### src/rtl/pspe_pkg.sv
package pspe_pkg;

	localparam int MAX_ORDER     = 64;
	localparam int CORDIC_STAGES = 16;
	localparam int TAYLOR_TERMS  = 13;
	localparam int ORDER_W       = 7;
	localparam int IN_W          = 16;
	localparam int OUT_W         = 24;
	localparam int FRAC          = 28;
	localparam int Q_W           = 34;
	localparam int M_W           = 36;
	localparam int MAG_W         = 30;
	localparam int UQ_W          = 30;
	localparam int CF_W          = 32;
	localparam int CNT_W         = 5;
	localparam int OUT_SHIFT     = FRAC - 16;

	localparam logic [ORDER_W-1:0] ORDER_RESET = 7'd2;

	localparam logic signed [Q_W-1:0] ONE_Q        = 34'sd268435456;
	localparam logic signed [Q_W-1:0] KINV_Q       = 34'sd163008219;
	localparam logic signed [Q_W-1:0] HALF_TURN    = 34'sd2147483648;
	localparam logic signed [Q_W-1:0] QUARTER_TURN = 34'sd1073741824;
	localparam logic signed [IN_W-1:0] HYP_MAX     = 16'sd16384;
	localparam logic signed [IN_W-1:0] HYP_MIN     = -16'sd16384;
	localparam logic [32:0] V_SCALE                = 33'd6746518852;

	localparam logic signed [2*Q_W-1:0] RND_Q  = (2*Q_W)'(64'd1 << (FRAC - 1));
	localparam logic signed [M_W:0]     ORND_Q = (M_W+1)'(64'd1 << (OUT_SHIFT - 1));
	localparam logic signed [M_W:0]     SAT_HI = 37'sd8388607;
	localparam logic signed [M_W:0]     SAT_LO = -37'sd8388608;

	// Stage map: CORDIC, then three stages per series term, then four output stages.
	localparam int CARRY_LAST = CORDIC_STAGES + 3 * TAYLOR_TERMS;
	localparam int PIPE_LAST  = CARRY_LAST + 4;

	typedef struct packed {
		logic signed [UQ_W-1:0]  uq;
		logic [IN_W-1:0]         v;
		logic signed [Q_W-1:0]   cx;
		logic signed [Q_W-1:0]   cy;
		logic signed [Q_W-1:0]   cz;
		logic                    flip;
		logic signed [Q_W-1:0]   term;
		logic signed [Q_W-1:0]   ch;
		logic signed [Q_W-1:0]   sh;
		logic signed [M_W-1:0]   m;
		logic [MAG_W-1:0]        mag;
		logic [MAG_W-1:0]        q0;
		logic                    neg;
	} pspe_carry_t;

	typedef struct packed {
		logic                   busy;
		logic signed [CF_W-1:0] a;
		logic signed [CF_W-1:0] b;
	} pspe_coef_t;

	typedef struct packed {
		logic signed [OUT_W-1:0] x;
		logic signed [OUT_W-1:0] y;
		logic signed [OUT_W-1:0] z;
	} pspe_point_t;

	typedef enum logic [1:0] {
		C_DIV,
		C_FOLD,
		C_ROT,
		C_IDLE
	} pspe_coef_state_t;

	// Fixed-point product, rounded half up.
	function automatic logic signed [M_W-1:0] mulq(input logic signed [Q_W-1:0] a,
		input logic signed [Q_W-1:0] b);
		logic signed [2*Q_W-1:0] p;
		p = a * b;
		p = p + RND_Q;
		return p[M_W+FRAC-1:FRAC];
	endfunction

	// Round to Q8.16 and saturate.
	function automatic logic signed [OUT_W-1:0] out_field(input logic signed [M_W-1:0] q);
		logic signed [M_W:0] r;
		r = ((M_W+1)'(q) + ORND_Q) >>> OUT_SHIFT;
		if (r > SAT_HI) begin
			r = SAT_HI;
		end else if (r < SAT_LO) begin
			r = SAT_LO;
		end
		return r[OUT_W-1:0];
	endfunction

	// Arctangent steps as 32-bit phases, full turn = 2^32.
	function automatic logic signed [Q_W-1:0] atan_at(input logic [CNT_W-1:0] idx);
		logic signed [Q_W-1:0] r;
		case (idx)
			5'd0:    r = 34'sh020000000;
			5'd1:    r = 34'sh012E4051D;
			5'd2:    r = 34'sh009FB385B;
			5'd3:    r = 34'sh0051111D4;
			5'd4:    r = 34'sh0028B0D43;
			5'd5:    r = 34'sh00145D7E1;
			5'd6:    r = 34'sh000A2F61E;
			5'd7:    r = 34'sh000517C55;
			5'd8:    r = 34'sh00028BE53;
			5'd9:    r = 34'sh000145F2E;
			5'd10:   r = 34'sh0000A2F98;
			5'd11:   r = 34'sh0000517CC;
			5'd12:   r = 34'sh000028BE6;
			5'd13:   r = 34'sh0000145F3;
			5'd14:   r = 34'sh000000A2F9;
			5'd15:   r = 34'sh00000517C;
			5'd16:   r = 34'sh0000028BE;
			5'd17:   r = 34'sh00000145F;
			5'd18:   r = 34'sh000000A2F;
			5'd19:   r = 34'sh000000517;
			5'd20:   r = 34'sh00000028B;
			5'd21:   r = 34'sh000000145;
			5'd22:   r = 34'sh0000000A2;
			5'd23:   r = 34'sh000000051;
			default: r = '0;
		endcase
		return r;
	endfunction

endpackage

### src/rtl/pspe_ifs.sv


interface pspe_cfg_if import pspe_pkg::*; ();
	logic               valid;
	logic               ready;
	logic [ORDER_W-1:0] surface_order;

	modport source (output valid, output surface_order, input ready);
	modport sink (input valid, input surface_order, output ready);
endinterface

### src/rtl/pspe_coef.sv
// Order register and coefficient unit: phase = 2^31 / n by restoring division,
// then an iterative CORDIC gives a = sin(pi/n), b = cos(pi/n).
module pspe_coef import pspe_pkg::*; (
	input  logic       clk,
	input  logic       arst_n,
	pspe_cfg_if.sink   cfg,
	output pspe_coef_t coef
);

	localparam logic [CNT_W-1:0] DIV_FIRST = 5'd31;
	localparam logic [CNT_W-1:0] ROT_LAST  = CNT_W'(CORDIC_STAGES - 1);

	pspe_coef_state_t st_q, st_d;
	logic [ORDER_W-1:0] order_q, n_eff;
	logic [CNT_W-1:0]   cnt_q;
	logic [ORDER_W-1:0] rem_q, rem_d;
	logic [ORDER_W:0]   rem_sh;
	logic               ge;
	logic               cfg_fire;
	logic [31:0]        quot_q;
	logic signed [Q_W-1:0] cx_q, cy_q, cz_q, cx_n, cy_n, cz_n, ph;
	logic               flip_q;
	logic signed [CF_W-1:0] a_q, b_q;

	assign cfg.ready = 1'b1;
	assign cfg_fire  = cfg.valid & cfg.ready;

	always_comb begin
		if (order_q == '0) begin
			n_eff = ORDER_W'(1);
		end else if (int'(order_q) > MAX_ORDER) begin
			n_eff = ORDER_W'(MAX_ORDER);
		end else begin
			n_eff = order_q;
		end
		// Only bit 31 of the dividend 2^31 is set.
		rem_sh = {rem_q, (cnt_q == DIV_FIRST)};
		ge     = (rem_sh >= {1'b0, n_eff});
		rem_d  = ge ? ORDER_W'(rem_sh - {1'b0, n_eff}) : ORDER_W'(rem_sh);
	end

	always_comb begin
		ph = Q_W'(signed'(quot_q));
		if (cz_q >= 0) begin
			cx_n = cx_q - (cy_q >>> cnt_q);
			cy_n = cy_q + (cx_q >>> cnt_q);
			cz_n = cz_q - atan_at(cnt_q);
		end else begin
			cx_n = cx_q + (cy_q >>> cnt_q);
			cy_n = cy_q - (cx_q >>> cnt_q);
			cz_n = cz_q + atan_at(cnt_q);
		end
	end

	always_comb begin
		st_d = st_q;
		unique case (st_q)
			C_DIV:   if (cnt_q == '0) st_d = C_FOLD;
			C_FOLD:  st_d = C_ROT;
			C_ROT:   if (cnt_q == ROT_LAST) st_d = C_IDLE;
			C_IDLE:  st_d = C_IDLE;
			default: st_d = C_IDLE;
		endcase
		if (cfg_fire) st_d = C_DIV;
	end

	always_ff @(posedge clk or negedge arst_n) begin
		if (!arst_n) begin
			st_q    <= C_DIV;
			order_q <= ORDER_RESET;
			cnt_q   <= DIV_FIRST;
			rem_q   <= '0;
		end else begin
			st_q <= st_d;
			if (cfg_fire) begin
				order_q <= cfg.surface_order;
				cnt_q   <= DIV_FIRST;
				rem_q   <= '0;
			end else begin
				case (st_q)
					C_DIV: begin
						rem_q <= rem_d;
						if (cnt_q != '0) cnt_q <= cnt_q - 1'b1;
					end
					C_FOLD: cnt_q <= '0;
					C_ROT:  if (cnt_q != ROT_LAST) cnt_q <= cnt_q + 1'b1;
					default: cnt_q <= cnt_q;
				endcase
			end
		end
	end

	always_ff @(posedge clk) begin
		case (st_q)
			C_DIV: quot_q <= {quot_q[30:0], ge};
			C_FOLD: begin
				cx_q <= KINV_Q;
				cy_q <= '0;
				// fold into the right half plane, negate the result later
				if (ph > QUARTER_TURN) begin
					cz_q   <= ph - HALF_TURN;
					flip_q <= 1'b1;
				end else if (ph < -QUARTER_TURN) begin
					cz_q   <= ph + HALF_TURN;
					flip_q <= 1'b1;
				end else begin
					cz_q   <= ph;
					flip_q <= 1'b0;
				end
			end
			C_ROT: begin
				cx_q <= cx_n;
				cy_q <= cy_n;
				cz_q <= cz_n;
				if (cnt_q == ROT_LAST) begin
					a_q <= flip_q ? CF_W'(-cy_n) : CF_W'(cy_n);
					b_q <= flip_q ? CF_W'(-cx_n) : CF_W'(cx_n);
				end
			end
			default: quot_q <= quot_q;
		endcase
	end

	assign coef.busy = (st_q != C_IDLE);
	assign coef.a    = a_q;
	assign coef.b    = b_q;

endmodule

### src/flat_wrapper.sv
// flat-port wrapper written by rule: the top's interface ports become plain ports
module pspe_coef_flat import pspe_pkg::*;
  (clk, arst_n, coef, cfg_valid, cfg_surface_order, cfg_ready);
  pspe_cfg_if cfg_i ();
  input  logic clk;
  input  logic arst_n;
  output pspe_coef_t coef;
  input wire logic [$bits(cfg_i.valid)-1:0] cfg_valid;
  input wire logic [$bits(cfg_i.surface_order)-1:0] cfg_surface_order;
  output wire logic [$bits(cfg_i.ready)-1:0] cfg_ready;
  assign cfg_i.valid = cfg_valid;
  assign cfg_i.surface_order = cfg_surface_order;
  assign cfg_ready = cfg_i.ready;
  pspe_coef u_core (.clk(clk), .arst_n(arst_n), .cfg(cfg_i), .coef(coef));
endmodule
### config.mk
export PLATFORM = sky130hd
export DESIGN_NAME = pspe_coef_flat
export DESIGN_NICKNAME = d
export VERILOG_FILES = /design/src/rtl/pspe_pkg.sv /design/src/rtl/pspe_ifs.sv /design/src/rtl/pspe_coef.sv /design/src/flat_wrapper.sv
export SDC_FILE = /design/constraint.sdc
export NUM_CORES = 1
export LEC_CHECK = 0
export ABC_AREA = 1
export BUFFER_PORTS_ARGS = -buffer_cell sky130_fd_sc_hd__buf_2
export CAP_MARGIN = 30
export CORE_MARGIN = 1
export CORE_UTILIZATION = 59
export DETAILED_ROUTE_END_ITERATION = 12
export HOLD_SLACK_MARGIN = 0.08
export PLACE_DENSITY = 0.79
export SLEW_MARGIN = 0
export SYNTH_ARGS = -nofsm -noshare
export SYNTH_HDL_FRONTEND = slang
export SYNTH_SLANG_ARGS = --single-unit
### constraint.sdc
create_clock -name clk -period 6.1 [get_ports clk]
set_clock_uncertainty 0.1 [all_clocks]
set_input_delay 0.61 -clock clk [delete_from_list [all_inputs] [get_ports clk]]
set_output_delay 0.61 -clock clk [all_outputs]
set_load 0.05 [all_outputs]
==> results.py, run 1 <==
metrics = {
    "die": {
        "coreArea_mm2": 0.0389,
        "die_h_um": 201,
        "io_pins": 76,
        "initial_core_util_pct": 60.3,
        "rows": 72,
        "die_w_um": 201,
        "dieArea_mm2": 0.0406,
    },
    "timing": {
        "finalMaxSlewViolations": 0,
        "worst_pin_slew_ps": 951,
        "finalCriticalPeriod_ps": 5680,
        "setup_ws_ps": 415,
        "fin_tns_setup_ps": 0,
        "max_clock_freq_ghz": 0.176,
        "finalCritPeriodShare_pct": 93.2,
        "rsz0062_at_grt": "no",
        "setup_viol_count_final": 0,
        "hold_viol": 0,
        "timing.slew.headroom_pct": 36.5,
    },
    "clock_tree": {
        "clock_sinks": 220,
        "ctsHtreeMaxLevel": 1,
        "cts_tree": "built",
        "cts_root_buf": "clkbuf_16",
        "clk_latency_ps": 580,
        "cts-buffers-inserted": 27,
        "clockBufferDepth": 3,
        "clk_pin_slew_ps": 60,
    },
    "synth": {
        "ys_types": 65,
        "synth-edff-count": 199,
        "synth.net_count": 3766,
        "async_reset_ff_share_pct": 9.55,
        "yosysSeqAreaShare_pct": 27.7,
        "avgSynthCellArea_um2": 6.48,
        "mappedNetlistArea_mm2": 0.0235,
        "netlist_instances": 3620,
        "synth-seq-cells": 220,
        "yosysWarnings": 0,
        "synth_ff_type": "edfxtp_1",
    },
    "worst_setup_path": {
        "cp_max_fo": 50,
        "cp_data_arrival_time_ps": 5910,
        "worstPathRequired_ps": 6330,
        "worst_setup_path_end_kind": "flop",
        "crit_type": "flop to flop",
        "critical_path.startpoint_type": "flop",
        "path_common_cell": "nand2_1",
        "slowest_stage": "dfstp_2",
        "slowest_delay_ps": 610,
    },
    "final_layout": {
        "nFillCells": 3698,
        "final_cell_area_mm2": 0.0253,
        "final_common_cell": "nand2_1",
        "fin_nets": 3801,
        "antenna_cells": 0,
        "final_cell_mix": "nand2_1, nand3_1, inv_1",
        "drive_gt1_share_pct": 7.48,
        "final_core_util_pct": 65.0,
        "syn_to_final_growth_pct": 7.78,
    },
    "place": {
        "numPortBuffers": 74,
        "gp_congestion": 1.02,
        "place_ws_ps": 412,
        "hpwl_um": 59700,
        "postPlaceCellArea_mm2": 0.0243,
    },
    "drt": {
        "drt_iter0_markers": 2688,
        "via_count": 24500,
        "drc": 0,
        "drt-vias-per-instance": 5.84,
        "drt_wl_total_um": 76100,
        "first_pass_iters": 8,
        "route.detailed.wl_per_inst_um": 18.1,
        "postRouteAntennaNets": 0,
    },
    "global_routing": {
        "grt_max_degree": 74,
        "grt_pass1_wl_um": 119000,
        "antenna_found_initial": 0,
        "grt.total_usage_pct": 36.7,
        "grt_pass1_vias": 22500,
        "grt-ovfl-total": 0,
    },
    "flow_run": {
        "cap_violations": 0,
    },
    "worst_hold_path": {
        "hold_class": "input pin to flop",
    },
    "outcome": {
        "outcome": "complete, no violations",
    },
}
==> path summary, 6_finish.rpt <==
check                                            start                             to  slack, ps  cells after the start
hold / removal                    cfg_surface_order[3]  u_core.order_q[3]$_DFFE_PN0P_        140                      3
setup / recovery           u_core.cnt_q[2]$_DFFE_PN1P_       u_core.b_q[22]$_DFFE_PP_        420                     28
max in group asynchronous                       arst_n    u_core.cnt_q[0]$_DFFE_PN1P_       5100                      2
min in group asynchronous                       arst_n    u_core.rem_q[2]$_DFFE_PN0P_        440                      2
hold reg to reg            u_core.quot_q[29]$_DFFE_PP_    u_core.quot_q[30]$_DFFE_PP_        360                      0
setup reg to reg           u_core.cnt_q[2]$_DFFE_PN1P_       u_core.b_q[22]$_DFFE_PP_        420                     28
==> flip-flops by register name, indices dropped and copies added (netlist names) <==
signal and flops:
u_core.cz_q 34, u_core.flip_q 1, u_core.cy_q 34, u_core.rem_q 7
u_core.b_q 32, u_core.cx_q 34, u_core.st_q 2, u_core.quot_q 32
u_core.order_q 7, u_core.a_q 32, u_core.cnt_q 5
==> synthesized netlist by cell type, types with 4 or more instances <==
cell type  count  area [µm²]
a31oi_1       10        62.6
o21bai_1      15         113
edfxtp_1     199        5980
inv_2         15        56.3
a21boi_0       7        52.6
o21ai_1       19        95.1
nand3b_1       9        67.6
o31ai_1        5        37.5
xor2_2         8         130
xnor2_1       44         385
nand2_2       14        87.6
nand4_1       53         332
buf_1         16        60.1
a21oi_1      148         741
a21o_1         9        67.6
dfstp_2        6         158
buf_4          6        45.0
buf_6         13         146
o211ai_1       9        67.6
nand2_1     1153        4330
ha_1         131        1640
nor3_1        39         195
o21a_1         6        45.0
nor4_1        10        62.6
o221ai_1       4        35.0
inv_1        400        1500
a22oi_1        5        37.5
buf_2         35         175
clkbuf_1      37         139
or2_2         19         119
nand3_1      468        2340
xor2_1       120        1050
o21ai_0      144         721
dfrtp_1       15         375
fa_1           5         100
nor2_2        19         119
nor2_1       355        1330
==> per-stage QoR <==
stage          instances  hold WS [ps]
2_1_floorplan       3620           214
3_3_place_gp        4140           337
3_5_place_dp        4140           341
4_1_cts             4191           125
5_1_grt             4194           143
6_report            4194           138
==> layout make-up <==
type / instances / area [µm²] / area share, %
Sequential cell: 220 / 6510 / 25.7
Inverter: 419 / 1580 / 6.23
Multi-Input combinational cell: 2872 / 14900 / 58.8
Timing Repair Buffer: 115 / 777 / 3.07
Tap cell: 518 / 648 / 2.56
Clock buffer: 34 / 732 / 2.89
Clock inverter: 16 / 194 / 0.767
==> repair_timing <==
action	in CTS	in global routing
endpoints found under the hold margin	15	0
hold buffers	1	0
buffers inserted	0	1
resized for setup	0	12
endpoints found under the setup margin	0	19
==> cells by family after synthesis <==
family	Yosys count	synth area share [%]
other	1	0.0160
xor gates and xnor gates	173	6.74
buffers and inverters	528	9.23
adders and majority gates	136	7.41
DFF	220	27.7
and+or+nand+nor	2163	39.3
AOI/OAI and AO/OA	399	9.56
==> critical path, delay by kind of cell, from the launching register on <==
kind | cells | cell delay [ps]
simple gates | 22 | 3140
fa+ha+maj | 2 | 730
buf+inv | 3 | 640
flops | 1 | 610
compound gates | 1 | 160
==> per-layer routing <==
layer  track usage [%]  wire length [µm]  up-vias
met4              15.8              3780        0
met1              51.0             32500    11100
met2              57.2             32900     1183
met3              4.97              6850      202
li1                  -                 -    12000
met5                 0                 0        -
Power of run 1 is left out: the tool's default activity adds up to more than one toggle a clock period on the data nets, which glitch-free logic cannot reach.
==> run 2: changes to the inputs <==
Settings changed: CELL_PAD_IN_SITES_DETAIL_PLACEMENT from default to 1, CELL_PAD_IN_SITES_GLOBAL_PLACEMENT from default to 2, CORE_UTILIZATION 59 to 33, PLACE_DENSITY 0.79 to default, PLACE_DENSITY_LB_ADDON from default to 0.1.
==> results.py, run 2 (synthesis results as in run 1) <==
metrics = {
    "final_layout": {
        "seq_area_mm2": 0.00651,
        "drive_gt1_share_pct": 9.89,
        "nFillCells": 9127,
        "final_cell_area_mm2": 0.0265,
        "antenna_cells": 0,
        "final_cell_mix": "nand2_1, nand3_1, inv_1",
        "finalNonFillerCells": 4650,
        "final_common_cell": "nand2_1",
        "multi_input_area_mm2": 0.0152,
        "syn_to_final_growth_pct": 13.0,
        "fin_nets": 3833,
        "layout_top_registers": "u_core.cx_q: 34 flops, u_core.cy_q: 34 flops, u_core.cz_q: 34 flops",
        "final_core_util_pct": 37.8,
    },
    "timing": {
        "worst_pin_slew_ps": 996,
        "hold_viol": 0,
        "finalCriticalPeriod_ps": 5800,
        "max_clock_freq_ghz": 0.172,
        "setup_viol_count_final": 0,
        "fin_tns_setup_ps": 0,
        "finalCritPeriodShare_pct": 95.1,
        "timing.slew.headroom_pct": 33.6,
        "finalMaxSlewViolations": 0,
    },
    "worst_setup_path": {
        "reg2reg_slack_ps": 300,
        "cp_data_arrival_time_ps": 6040,
        "path_common_cell": "nand2_1",
        "worstPathRequired_ps": 6340,
        "cp_max_fo": 31,
        "cp_top_family": "simple AND/OR/NAND/NOR gates",
        "crit_type": "flop to flop",
        "critical_path.startpoint_type": "flop",
        "slowest_stage": "dfstp_2",
        "worst_setup_path_end_kind": "flop",
        "slowest_delay_ps": 600,
        "worst-path-buf-inv": 4,
    },
    "global_routing": {
        "grt-ovfl-total": 0,
        "grt_pass1_vias": 24800,
        "antenna_found_initial": 1,
        "grt_max_degree": 67,
        "grt_pass1_wl_um": 152000,
        "grt.total_usage_pct": 27.9,
    },
    "die": {
        "io_pins": 76,
        "rows": 97,
        "dieArea_mm2": 0.0722,
        "die_w_um": 269,
        "coreArea_mm2": 0.0701,
        "die_h_um": 269,
        "initial_core_util_pct": 33.5,
    },
    "clock_tree": {
        "cts_tree": "built",
        "clock_sinks": 220,
        "ctsHtreeMaxLevel": 1,
        "clockBufferDepth": 3,
        "cts_root_buf": "clkbuf_16",
        "clk_pin_slew_ps": 60,
        "cts-buffers-inserted": 30,
        "clk_latency_ps": 600,
    },
    "drt": {
        "drc": 0,
        "drt-vias-per-instance": 5.29,
        "drt_iter0_markers": 1504,
        "drt_wl_total_um": 103000,
        "first_pass_iters": 5,
        "route.detailed.wl_per_inst_um": 22.1,
        "via_count": 24600,
        "postRouteAntennaNets": 0,
    },
    "place": {
        "place_inst": 4585,
        "postPlaceCellArea_mm2": 0.0250,
        "numPortBuffers": 74,
        "gp_congestion": 0.936,
        "hpwl_um": 83100,
    },
    "worst_hold_path": {
        "hold_class": "input pin to flop",
    },
    "flow_run": {
        "cap_violations": 0,
    },
    "outcome": {
        "outcome": "complete, no violations",
    },
}
[run 2: changes by cell type in the layout (fill, tap and decap cells not counted), moves of 5 or more]
cell	delta
buf_4	+26
nor2_1	-24
nand2_1	-20
nand2_2	+17
nor2_2	+16
o21ai_0	-10
o21ai_1	+10
nor2_4	+8
xor2_1	-6
clkbuf_1	+5
clkbuf_16	+5
xor2_2	+5
[run 2: final cells by class]
| type | instances | area share [%] |
|---|---|---|
| Sequential cell | 220 | 24.6 |
| Multi-Input combinational cell | 2872 | 57.2 |
| Clock buffer | 41 | 3.10 |
| Inverter | 419 | 5.96 |
| Tap cell | 940 | 4.43 |
| Timing Repair Buffer | 144 | 3.94 |
| Clock inverter | 14 | 0.807 |
[run 2: path summary, 6_finish.rpt]
kind | start | depth (start not counted) | endpoint
max | u_core.cnt_q[1]$_DFFE_PN1P_ | 34 | u_core.b_q[26]$_DFFE_PP_
max in group asynchronous | arst_n | 2 | u_core.cnt_q[1]$_DFFE_PN1P_
min reg2reg | u_core.quot_q[28]$_DFFE_PP_ | 0 | u_core.quot_q[29]$_DFFE_PP_
max reg2reg | u_core.cnt_q[1]$_DFFE_PN1P_ | 34 | u_core.b_q[26]$_DFFE_PP_
min in group asynchronous | arst_n | 2 | u_core.order_q[0]$_DFFE_PN0P_
min | cfg_surface_order[2] | 3 | u_core.order_q[2]$_DFFE_PN0P_
[run 2: timing repair]
action                                 4_1_cts  5_1_grt
setup endpoints to repair                    0       33
buffers inserted                             0        7
resized for setup                            0      106
hold buffers                                 1        0
endpoints found under the hold margin       15        0
[run 2: tightest hold or removal path, cell delays in order]
cell,delay [ps]
buf_2,80
nand2_1,40
nand2_1,60
[run 2: per-layer routing]
metal / routed length, µm / global-route usage, %
met5: 11 / 0
met4: 2280 / 6.42
met3: 4930 / 4.02
met2: 45900 / 44.9
met1: 49500 / 39.2
[run 2: metrics by stage]
stage,setup slack [ps],hold slack [ps]
after global placement,37.7,332
after CTS,26.4,104
after global routing,-44.2,137
after floorplan,1510,214
after detailed placement,51.0,360
final,300,128
Power of run 2 is left out for the same reason.
